<file path="config.mk">
export PLATFORM = sky130hd
export DESIGN_NAME = dirty_tile_dedup_enumerator
export DESIGN_NICKNAME = d
export VERILOG_FILES = /design/src/hdl/dtde_pkg.sv /design/src/hdl/dirty_tile_dedup_enumerator.sv /design/src/hdl/dtde_ram.sv
export SDC_FILE = /design/constraint.sdc
export NUM_CORES = 1
export LEC_CHECK = 0
export BUFFER_PORTS_ARGS = -buffer_cell sky130_fd_sc_hd__buf_2
export CORE_MARGIN = 10
export CORE_UTILIZATION = 60
export CTS_CLUSTER_DIAMETER = 30
export DETAILED_ROUTE_END_ITERATION = 16
export GPL_TIMING_DRIVEN = 0
export PLACE_DENSITY = 0.75
export SLEW_MARGIN = 30
export SYNTH_ARGS = -nofsm -noshare
export SYNTH_HDL_FRONTEND = slang
export SYNTH_SLANG_ARGS = --single-unit
export TNS_END_PERCENT = 20
</file>
<file path="constraint.sdc">
create_clock -name clk_i -period 9.9 [get_ports clk_i]
set_input_delay 2.475 -clock clk_i [delete_from_list [all_inputs] [get_ports clk_i]]
set_output_delay 2.475 -clock clk_i [all_outputs]
set_load 0.05 [all_outputs]
</file>
<file path="src/hdl/dtde_pkg.sv">
`timescale 1ns / 1ps
// ----------------------------------------------------------------------------
// dtde_pkg
// field widths, default geometry and the tile record shared by the enumerator
// ----------------------------------------------------------------------------
package dtde_pkg;

  localparam int COORD_W     = 16;
  localparam int SIZE_W      = 7;
  localparam int BASE_W      = 11;
  localparam int BMCOL_W     = 6;
  localparam int TROW_W      = 4;
  localparam int WCOL_W      = 11;

  localparam int MAX_RESULTS = 64;
  localparam int CNT_W       = $clog2(MAX_RESULTS + 1);

  localparam int TILE_PIXELS_DEF    = 16;
  localparam int BITMAP_COLUMNS_DEF = 44;
  localparam int BITMAP_ROWS_DEF    = 16;

  typedef struct packed {
    logic [BMCOL_W-1:0] bitmap_column;
    logic [TROW_W-1:0]  tile_row;
    logic [WCOL_W-1:0]  world_column;
  } tile_t;

endpackage

</file>
<file path="src/hdl/dirty_tile_dedup_enumerator.sv">
`timescale 1ns / 1ps
// ----------------------------------------------------------------------------
// dirty_tile_dedup_enumerator
// lists the bitmap tiles a stale rectangle touches, once per frame each
// ----------------------------------------------------------------------------
// Each input transaction is one rectangle; the block answers with one output
// transaction per tile that is inside the bitmap window and not yet emitted in
// this frame, column by column, the final one flagged by last_o. The seen map
// is a ram of one row of BITMAP_COLUMNS bits per tile row, with a valid flop
// per row, so first_of_frame_i clears it at once and no clearing pass follows
// reset. The four tile bounds share one reciprocal multiplier and each goes
// through a magnitude, a multiply and a correction state. The walk then steps
// past each tile column and each row outside the window; a tile in the window
// is read from the ram, then checked and written back. At most MAX_RESULTS
// tiles are listed per rectangle. A closing state passes the last tile to the
// output and the idle state takes the next rectangle. Output stalls hold the
// walk only while a tile waits to move into the held output register.
// The next rectangle is taken once the previous one's last tile is in the
// output register.
module dirty_tile_dedup_enumerator import dtde_pkg::*; #(
  parameter int TILE_PIXELS    = TILE_PIXELS_DEF,
  parameter int BITMAP_COLUMNS = BITMAP_COLUMNS_DEF,
  parameter int BITMAP_ROWS    = BITMAP_ROWS_DEF
) (
  input  logic               clk_i,
  input  logic               rst_ni,

  input  logic               in_valid_i,
  output logic               in_stall_o,
  input  logic [COORD_W-1:0] left_x_i,
  input  logic [COORD_W-1:0] top_y_i,
  input  logic [SIZE_W-1:0]  width_px_i,
  input  logic [SIZE_W-1:0]  height_px_i,
  input  logic [BASE_W-1:0]  base_column_i,
  input  logic               first_of_frame_i,

  output logic               out_valid_o,
  input  logic               out_stall_i,
  output logic [BMCOL_W-1:0] bitmap_column_o,
  output logic [TROW_W-1:0]  tile_row_o,
  output logic [WCOL_W-1:0]  world_column_o,
  output logic               last_o
);

  // coordinate sums and division by the tile size
  localparam int POS_W     = COORD_W + 1;
  localparam int ABS_W     = COORD_W;
  localparam int DIV_SHIFT = ABS_W + 1;
  localparam int TP_LOG    = $clog2(TILE_PIXELS);
  localparam int RECIP_W   = DIV_SHIFT - TP_LOG + 1;
  localparam int QU_W      = ABS_W + 1 - TP_LOG;
  localparam int PROD_W    = ABS_W + RECIP_W;
  localparam int TP_W      = $clog2(TILE_PIXELS + 1);
  localparam int TIDX_W    = QU_W + 1;
  localparam int DIFF_W    = TIDX_W + 1;
  localparam int COL_W     = (BITMAP_COLUMNS > 1) ? $clog2(BITMAP_COLUMNS) : 1;
  localparam int ROW_W     = (BITMAP_ROWS > 1) ? $clog2(BITMAP_ROWS) : 1;

  localparam logic [RECIP_W-1:0] RECIP_V = RECIP_W'((64'd1 << DIV_SHIFT) / TILE_PIXELS);
  localparam logic [TP_W-1:0]    TILE_V  = TP_W'(TILE_PIXELS);

  localparam logic [2:0] S_IDLE    = 3'd0;
  localparam logic [2:0] S_DIV_ABS = 3'd1;
  localparam logic [2:0] S_DIV_MUL = 3'd2;
  localparam logic [2:0] S_DIV_FIX = 3'd3;
  localparam logic [2:0] S_WALK    = 3'd4;
  localparam logic [2:0] S_CHECK   = 3'd5;
  localparam logic [2:0] S_FLUSH   = 3'd6;

  localparam logic [1:0] OP_LEFT   = 2'd0;
  localparam logic [1:0] OP_RIGHT  = 2'd1;
  localparam logic [1:0] OP_TOP    = 2'd2;
  localparam logic [1:0] OP_BOTTOM = 2'd3;

  logic [2:0]               state_q, state_d;
  logic [COORD_W-1:0]       x_q, x_d, y_q, y_d;
  logic [SIZE_W-1:0]        w_q, w_d, h_q, h_d;
  logic [BASE_W-1:0]        base_q, base_d;
  logic [1:0]               div_op_q, div_op_d;
  logic [ABS_W-1:0]         div_abs_q, div_abs_d;
  logic                     div_neg_q, div_neg_d;
  logic [QU_W-1:0]          div_qest_q, div_qest_d;
  logic signed [TIDX_W-1:0] tx_q, tx_d, tx1_q, tx1_d;
  logic signed [TIDX_W-1:0] ty_q, ty_d, ty0_q, ty0_d, ty1_q, ty1_d;
  logic [CNT_W-1:0]         cnt_q, cnt_d;
  logic [BITMAP_ROWS-1:0]   row_valid_q, row_valid_d;
  tile_t                    pend_tile_q, pend_tile_d;
  logic                     pend_valid_q, pend_valid_d;
  tile_t                    out_tile_q, out_tile_d;
  logic                     out_last_q, out_last_d;
  logic                     out_valid_q, out_valid_d;

  logic                      in_accept;
  logic                      out_busy;
  logic                      out_load;
  logic [POS_W-1:0]          opnd;
  logic [POS_W-1:0]          opnd_mag;
  logic [PROD_W-1:0]         div_prod;
  logic [ABS_W-1:0]          div_back;
  logic [ABS_W:0]            div_rem;
  logic [QU_W-1:0]           div_quot;
  logic signed [TIDX_W-1:0]  div_bound;
  logic signed [DIFF_W-1:0]  col_diff;
  logic                      col_in, row_in, col_done, row_done;
  logic [COL_W-1:0]          col_idx;
  logic [ROW_W-1:0]          row_idx;
  logic [BITMAP_COLUMNS-1:0] ram_rdata, row_cur, row_new;
  logic                      ram_re, ram_we;
  logic                      seen_bit;
  tile_t                     cur_tile;

  assign in_stall_o = (state_q != S_IDLE);
  assign in_accept  = in_valid_i && !in_stall_o;
  assign out_busy   = out_valid_q && out_stall_i;

  // bound operand and its magnitude
  always_comb begin
    case (div_op_q)
      OP_LEFT:   opnd = {x_q[COORD_W-1], x_q};
      OP_RIGHT:  opnd = {x_q[COORD_W-1], x_q} + POS_W'(w_q) - POS_W'(1);
      OP_TOP:    opnd = {y_q[COORD_W-1], y_q};
      OP_BOTTOM: opnd = {y_q[COORD_W-1], y_q} + POS_W'(h_q) - POS_W'(1);
      default:   opnd = '0;
    endcase
    opnd_mag = opnd[POS_W-1] ? (~opnd + POS_W'(1)) : opnd;
  end

  // reciprocal estimate is low by at most one, the remainder fixes it
  assign div_prod  = div_abs_q * RECIP_V;
  assign div_back  = ABS_W'(div_qest_q * TILE_V);
  assign div_rem   = {1'b0, div_abs_q} - {1'b0, div_back};
  assign div_quot  = div_qest_q + QU_W'(div_rem >= (ABS_W + 1)'(TILE_PIXELS));
  assign div_bound = div_neg_q ? -$signed({1'b0, div_quot}) : $signed({1'b0, div_quot});

  // current tile position
  assign col_diff = $signed({tx_q[TIDX_W-1], tx_q})
                  - $signed({{(DIFF_W - BASE_W){1'b0}}, base_q});
  assign col_in   = !col_diff[DIFF_W-1] && (col_diff < $signed(DIFF_W'(BITMAP_COLUMNS)));
  assign row_in   = !ty_q[TIDX_W-1] && (ty_q < $signed(TIDX_W'(BITMAP_ROWS)));
  assign col_done = (tx_q > tx1_q);
  assign row_done = (ty_q > ty1_q);
  assign col_idx  = col_diff[COL_W-1:0];
  assign row_idx  = ty_q[ROW_W-1:0];

  assign row_cur  = row_valid_q[row_idx] ? ram_rdata : '0;
  assign seen_bit = row_cur[col_idx];
  assign row_new  = row_cur | (BITMAP_COLUMNS'(1) << col_idx);

  assign cur_tile.bitmap_column = BMCOL_W'(col_diff);
  assign cur_tile.tile_row      = TROW_W'(ty_q);
  assign cur_tile.world_column  = WCOL_W'(tx_q);

  always_comb begin
    state_d      = state_q;
    x_d          = x_q;
    y_d          = y_q;
    w_d          = w_q;
    h_d          = h_q;
    base_d       = base_q;
    div_op_d     = div_op_q;
    div_abs_d    = div_abs_q;
    div_neg_d    = div_neg_q;
    div_qest_d   = div_qest_q;
    tx_d         = tx_q;
    tx1_d        = tx1_q;
    ty_d         = ty_q;
    ty0_d        = ty0_q;
    ty1_d        = ty1_q;
    cnt_d        = cnt_q;
    row_valid_d  = row_valid_q;
    pend_tile_d  = pend_tile_q;
    pend_valid_d = pend_valid_q;
    out_tile_d   = out_tile_q;
    out_last_d   = out_last_q;
    out_load     = 1'b0;
    ram_re       = 1'b0;
    ram_we       = 1'b0;

    case (state_q)
      S_IDLE: begin
        if (in_accept) begin
          x_d      = left_x_i;
          y_d      = top_y_i;
          w_d      = width_px_i;
          h_d      = height_px_i;
          base_d   = base_column_i;
          div_op_d = OP_LEFT;
          cnt_d    = '0;
          if (first_of_frame_i) begin
            row_valid_d = '0;
          end
          state_d = S_DIV_ABS;
        end
      end
      S_DIV_ABS: begin
        div_abs_d = opnd_mag[ABS_W-1:0];
        div_neg_d = opnd[POS_W-1];
        state_d   = S_DIV_MUL;
      end
      S_DIV_MUL: begin
        div_qest_d = div_prod[DIV_SHIFT +: QU_W];
        state_d    = S_DIV_FIX;
      end
      S_DIV_FIX: begin
        div_op_d = div_op_q + 2'd1;
        state_d  = S_DIV_ABS;
        case (div_op_q)
          OP_LEFT:   tx_d  = div_bound;
          OP_RIGHT:  tx1_d = div_bound;
          OP_TOP:    ty0_d = div_bound;
          OP_BOTTOM: begin
            ty1_d   = div_bound;
            ty_d    = ty0_q;
            state_d = S_WALK;
          end
          default: state_d = S_IDLE;
        endcase
      end
      S_WALK: begin
        if (col_done || (cnt_q == CNT_W'(MAX_RESULTS))) begin
          state_d = S_FLUSH;
        end else if (!col_in || row_done) begin
          tx_d = tx_q + TIDX_W'(1);
          ty_d = ty0_q;
        end else if (!row_in) begin
          ty_d = ty_q + TIDX_W'(1);
        end else begin
          ram_re  = 1'b1;
          state_d = S_CHECK;
        end
      end
      S_CHECK: begin
        if (seen_bit) begin
          ty_d    = ty_q + TIDX_W'(1);
          state_d = S_WALK;
        end else if (!(pend_valid_q && out_busy)) begin
          ram_we               = 1'b1;
          row_valid_d[row_idx] = 1'b1;
          if (pend_valid_q) begin
            out_load   = 1'b1;
            out_tile_d = pend_tile_q;
            out_last_d = 1'b0;
          end
          pend_tile_d  = cur_tile;
          pend_valid_d = 1'b1;
          cnt_d        = cnt_q + CNT_W'(1);
          ty_d         = ty_q + TIDX_W'(1);
          state_d      = S_WALK;
        end
      end
      S_FLUSH: begin
        if (!pend_valid_q) begin
          state_d = S_IDLE;
        end else if (!out_busy) begin
          out_load     = 1'b1;
          out_tile_d   = pend_tile_q;
          out_last_d   = 1'b1;
          pend_valid_d = 1'b0;
          state_d      = S_IDLE;
        end
      end
      default: state_d = S_IDLE;
    endcase

    if (out_load) begin
      out_valid_d = 1'b1;
    end else if (out_valid_q && !out_stall_i) begin
      out_valid_d = 1'b0;
    end else begin
      out_valid_d = out_valid_q;
    end
  end

  always_ff @(posedge clk_i or negedge rst_ni) begin
    if (!rst_ni) begin
      state_q      <= S_IDLE;
      div_op_q     <= OP_LEFT;
      cnt_q        <= '0;
      row_valid_q  <= '0;
      pend_valid_q <= 1'b0;
      out_valid_q  <= 1'b0;
    end else begin
      state_q      <= state_d;
      div_op_q     <= div_op_d;
      cnt_q        <= cnt_d;
      row_valid_q  <= row_valid_d;
      pend_valid_q <= pend_valid_d;
      out_valid_q  <= out_valid_d;
    end
  end

  always_ff @(posedge clk_i) begin
    x_q         <= x_d;
    y_q         <= y_d;
    w_q         <= w_d;
    h_q         <= h_d;
    base_q      <= base_d;
    div_abs_q   <= div_abs_d;
    div_neg_q   <= div_neg_d;
    div_qest_q  <= div_qest_d;
    tx_q        <= tx_d;
    tx1_q       <= tx1_d;
    ty_q        <= ty_d;
    ty0_q       <= ty0_d;
    ty1_q       <= ty1_d;
    pend_tile_q <= pend_tile_d;
    out_tile_q  <= out_tile_d;
    out_last_q  <= out_last_d;
  end

  // seen map, one row of tile bits per address
  dtde_ram #(
    .WIDTH (BITMAP_COLUMNS),
    .DEPTH (BITMAP_ROWS),
    .ADDR_W(ROW_W)
  ) u_seen_ram (
    .clk_i  (clk_i),
    .we_i   (ram_we),
    .waddr_i(row_idx),
    .wdata_i(row_new),
    .re_i   (ram_re),
    .raddr_i(row_idx),
    .rdata_o(ram_rdata)
  );

  assign out_valid_o     = out_valid_q;
  assign bitmap_column_o = out_tile_q.bitmap_column;
  assign tile_row_o      = out_tile_q.tile_row;
  assign world_column_o  = out_tile_q.world_column;
  assign last_o          = out_last_q;

  a_cnt_bound: assert property (@(posedge clk_i) disable iff (!rst_ni)
    cnt_q <= CNT_W'(MAX_RESULTS))
    else $error("tile count beyond result limit");

  a_no_overwrite: assert property (@(posedge clk_i) disable iff (!rst_ni)
    out_load |-> !out_busy)
    else $error("output register loaded while held");

  a_frame_clear: assert property (@(posedge clk_i) disable iff (!rst_ni)
    in_accept && first_of_frame_i |=> row_valid_q == '0)
    else $error("seen map not cleared at frame start");

  a_idle_no_pending: assert property (@(posedge clk_i) disable iff (!rst_ni)
    state_q == S_IDLE |-> !pend_valid_q)
    else $error("pending tile left behind at idle");

endmodule

</file>
<file path="src/hdl/dtde_ram.sv">
`timescale 1ns / 1ps
// ----------------------------------------------------------------------------
// dtde_ram
// generic single-write single-read ram with registered read data
// ----------------------------------------------------------------------------
module dtde_ram #(
  parameter int WIDTH  = 8,
  parameter int DEPTH  = 16,
  parameter int ADDR_W = (DEPTH > 1) ? $clog2(DEPTH) : 1
) (
  input  logic              clk_i,
  input  logic              we_i,
  input  logic [ADDR_W-1:0] waddr_i,
  input  logic [WIDTH-1:0]  wdata_i,
  input  logic              re_i,
  input  logic [ADDR_W-1:0] raddr_i,
  output logic [WIDTH-1:0]  rdata_o
);

  logic [WIDTH-1:0] mem_q [DEPTH];
  logic [WIDTH-1:0] rdata_q;

  always_ff @(posedge clk_i) begin
    if (we_i) begin
      mem_q[waddr_i] <= wdata_i;
    end
    if (re_i) begin
      rdata_q <= mem_q[raddr_i];
    end
  end

  assign rdata_o = rdata_q;

endmodule

</file>
==> flow_summary.toml <==
[route]
wl_per_cell_um = 30.4
wirelength_mm = 115
drtAntennaViolNets = 0
drc_errors = 0
firstDrtPassIters = 8
vias = 25400
drt-initial-drc-count = 3739
via_per_inst = 6.72

[critical_path]
reg2reg_from = "tx_q[0]$_DFFE_PP_"
startpoint_type = "flip-flop"
critPathTopFamily = "simple AND/OR/NAND/NOR gates"
startpoint = "tx_q[0]$_DFFE_PP_"
crit_chain = "inv_1, ha_1, inv_1, fa_1, clkbuf_2, clkbuf_1, nand2_1, a21oi_1, a2111oi_0, o21a_4, nor2_4, nand2_1, nor3_2, buf_4, buf_4, buf_4"
crit_top_cell = "buf_4"
endpoint_kind = "flip-flop"
rrSetupSlack_ns = 3.15
arrival_ns = 7.16
crit_path_max_incr_delay_ns = 0.76
crit_fanout = 15
crit_slowest_cell = "nand2_1"
cp.required_ns = 10.32
critPathKind = "flip-flop to flip-flop"
critical_path_buf_inv_count = 7

[place]
hpwl_mm = 68.7
gp_congestion = 0.918
preCtsSetupSlack_ns = 3.75
port_buffers = 85
placed_cell_area_mm2 = 0.0451

[min_path]
hold_start = "pend_tile_q[0]$_DFFE_PP_"
hold_class = "flip-flop to flip-flop"

[clock_tree]
cts-resized-gates = 0
cts_tree = "built"
numCtsBuffers = 156
clockBufferDepth = 3
cts.sinks = 973
holdBufCountCts = 0
post-cts-setup-buffers = 0
htreeDepth = 4
clk_pin_slew_ns = 0.05
cts-root-buf = "clkbuf_16"
clk_latency_ns = 0.74

[sta]
max_slew_margin = 0.259
min_period_ns = 6.75
tns_ns = 0
clock_skew_ns = 0.0345
tightest_slew_ns = 1.11
slew_viol_final = 0
fin_crit_sh = 0.682
finalSetupViolCount = 0
rsz0062_at_grt = "false"
fmax_mhz = 148
setup_slack_ns = 3.15
hold_viol_final = 0

[synth]
synth_mux_area_frac = 0.136
yosys_warnings = 0
synth_cell_types = 81
syn_area_per_cell_um2 = 17.5
yosys.area_share.adder = 0.0347
yosys.area.top_type_share = 0.675
synth_top_family_by_area = "multiplexers"
netlist_instances = 2395
yosysSeqAreaShare = 0.693
ys_seq_elements = 973
synth-compound-area-share = 0.0507
synth_enable_flop_cells = 943
synth_top_area_cell = "edfxtp_1"
synth_area_leaders = "edfxtp_1 (68%), mux4_2 (13%), ha_1 (3.3%)"
synthFlopType = "edfxtp_1"
syn_area_mm2 = 0.0419
synthesis.nets = 2571
synthArstFlopShare = 0.0308
yosys.area_share.simple = 0.0490
synth_xor_area_frac = 0.0146

[final_layout]
syn_to_final_growth_pct = 20.6
diodes = 0
fin_area_mm2 = 0.0506
drive_gt1_frac = 0.277
multi_input_area_mm2 = 0.0122
regArea_mm2 = 0.0291
fill_cells = 3958
finish.utilization = 0.734
layout.nets = 2899

[global_routing]
grt_pass1_wl_mm = 171
antenna_found_initial = 0
grt_pass1_vias = 26400
grt_remaining_overflow = 0
grt_max_degree = 65
grtUsageTotal = 0.286

[floorplan]
initial_core_util = 0.608
die-area_mm2 = 0.0809
dieHeight_um = 284
core_area_mm2 = 0.0689
die_width_um = 284
pin_count = 86
fp-row-count = 96

[flow_run]
max-cap-violations = 0

[power_and_ir_drop]
leakage_nw = 17.5
peakVddDrop_mv = 0.192
cellPowerDensity_mw_per_mm2 = 276

[run_status]
status = "complete, no violations"
-- power breakdown --
part	switching (mW)	leakage (nW)	internal [mW]
sequential	0.164	8.79	5.02
clock	2.06	2.62	3.49
combinational	2.11	6.06	1.11
-- area by class of cell --
class	count	share of cell area
inverter	155	0.0116
multi-input combinational	1179	0.242
timing repair buffer	170	0.0350
tap	931	0.0230
sequential	973	0.575
buffer	88	0.00750
clock buffer	172	0.0798
clock inverter	116	0.0266
-- layout by cell type, fill, tap and decap left out, types with 15 or more instances in the layout --
cell type,netlist,final
inv_6,0,16
ha_1,110,110
o21ai_0,93,60
xor2_1,20,20
a21o_1,32,32
nand2_1,140,140
a32o_1,15,15
buf_4,0,39
nand4_1,19,19
dfrtp_1,30,30
a21oi_1,42,39
clkinv_2,0,23
inv_1,153,153
nor2_1,74,63
o21ai_2,0,31
nor3_1,31,24
edfxtp_1,943,943
buf_2,2,95
xnor2_1,50,50
clkbuf_1,70,69
nor2b_1,17,17
bufinv_16,0,19
mux2_2,22,22
nand2b_1,24,23
clkbuf_16,0,159
mux4_2,236,236
clkbuf_2,0,17
nand3_1,26,26
buf_16,0,31
clkinv_4,0,21
-- flip-flops by register name (all words and copies together), names as in the netlist, 3 cells and up --
name and cells:
base_q 11, div_abs_q 12, ty1_q 14, u_seen_ram.mem_q 704, cnt_q 7, bitmap_column_o 6, world_column_o 11, h_q 7
y_q 16, div_qest_q 12, tx_q 14, pend_tile_q 21, ty0_q 14, tx1_q 14, row_valid_q 16, tile_row_o 4
u_seen_ram.rdata_o 44, x_q 16, state_q 3, ty_q 14, w_q 7
-- stage by stage --
step	std cells	total power, mW	hold WS (ns)
6_report	3784	14.0	0.409
5_1_grt	3784	14.4	0.421
4_1_cts	3784	13.9	0.410
3_5_place_dp	3496	8.25	0.405
3_3_place_gp	3411	8.08	0.401
2_1_floorplan	2395	7.23	0.400
-- cell usage after synthesis (6+ instances only) --
cell type	count
nor3_1	31
dfrtp_1	30
a21oi_1	42
a211oi_1	14
o21a_1	6
o31ai_1	10
buf_1	14
a31oi_1	13
and2_1	14
nor4_1	6
a32o_1	15
xnor2_1	50
clkbuf_1	70
a211o_1	6
xor2_1	20
mux4_2	236
edfxtp_1	943
mux2_2	22
o21ai_0	93
inv_1	153
a221oi_1	6
nand2_1	140
o2111ai_1	7
nand3_1	26
or4_1	6
nor2_1	74
or3_1	6
nor2b_1	17
ha_1	110
and3_1	12
nor3b_1	11
nand4_1	19
nand2b_1	24
a21o_1	32
nand3b_1	6
mux2i_1	13
o211ai_1	13
-- logic make-up (layout without fill, tap and decap cells) --
| logic type | after synthesis | after routing |
|---|---|---|
| muxes | 271 | 271 |
| buffers and inverters | 243 | 701 |
| AOI/OAI and AO/OA | 311 | 311 |
| DFF | 973 | 973 |
| and+or+nand+nor | 413 | 413 |
| xor gates and xnor gates | 70 | 70 |
| adders and majority gates | 114 | 114 |
-- final timing paths --
kind | endpoint | depth (start not counted)
max | u_seen_ram.mem_q[2][27]$_DFFE_PP_ | 16
min | world_column_o[0]$_DFFE_PP_ | 0
max reg2reg | u_seen_ram.mem_q[2][27]$_DFFE_PP_ | 16
min reg2reg | world_column_o[0]$_DFFE_PP_ | 0
max in group asynchronous | out_valid_o$_DFFE_PN0P_ | 1
min in group asynchronous | row_valid_q[1]$_DFFE_PN0P_ | 1
-- routing by layer --
| layer | vias up | share of wire | GRT usage |
|---|---|---|---|
| li1 | 10300 | - | - |
| met1 | 12900 | 0.35 | 0.363 |
| met2 | 1845 | 0.50 | 0.465 |
| met3 | 381 | 0.11 | 0.0689 |
| met4 | 0 | 0.041 | 0.129 |
| met5 | - | 0 | 0 |
Note: power is estimated with default switching activity, not from simulation.
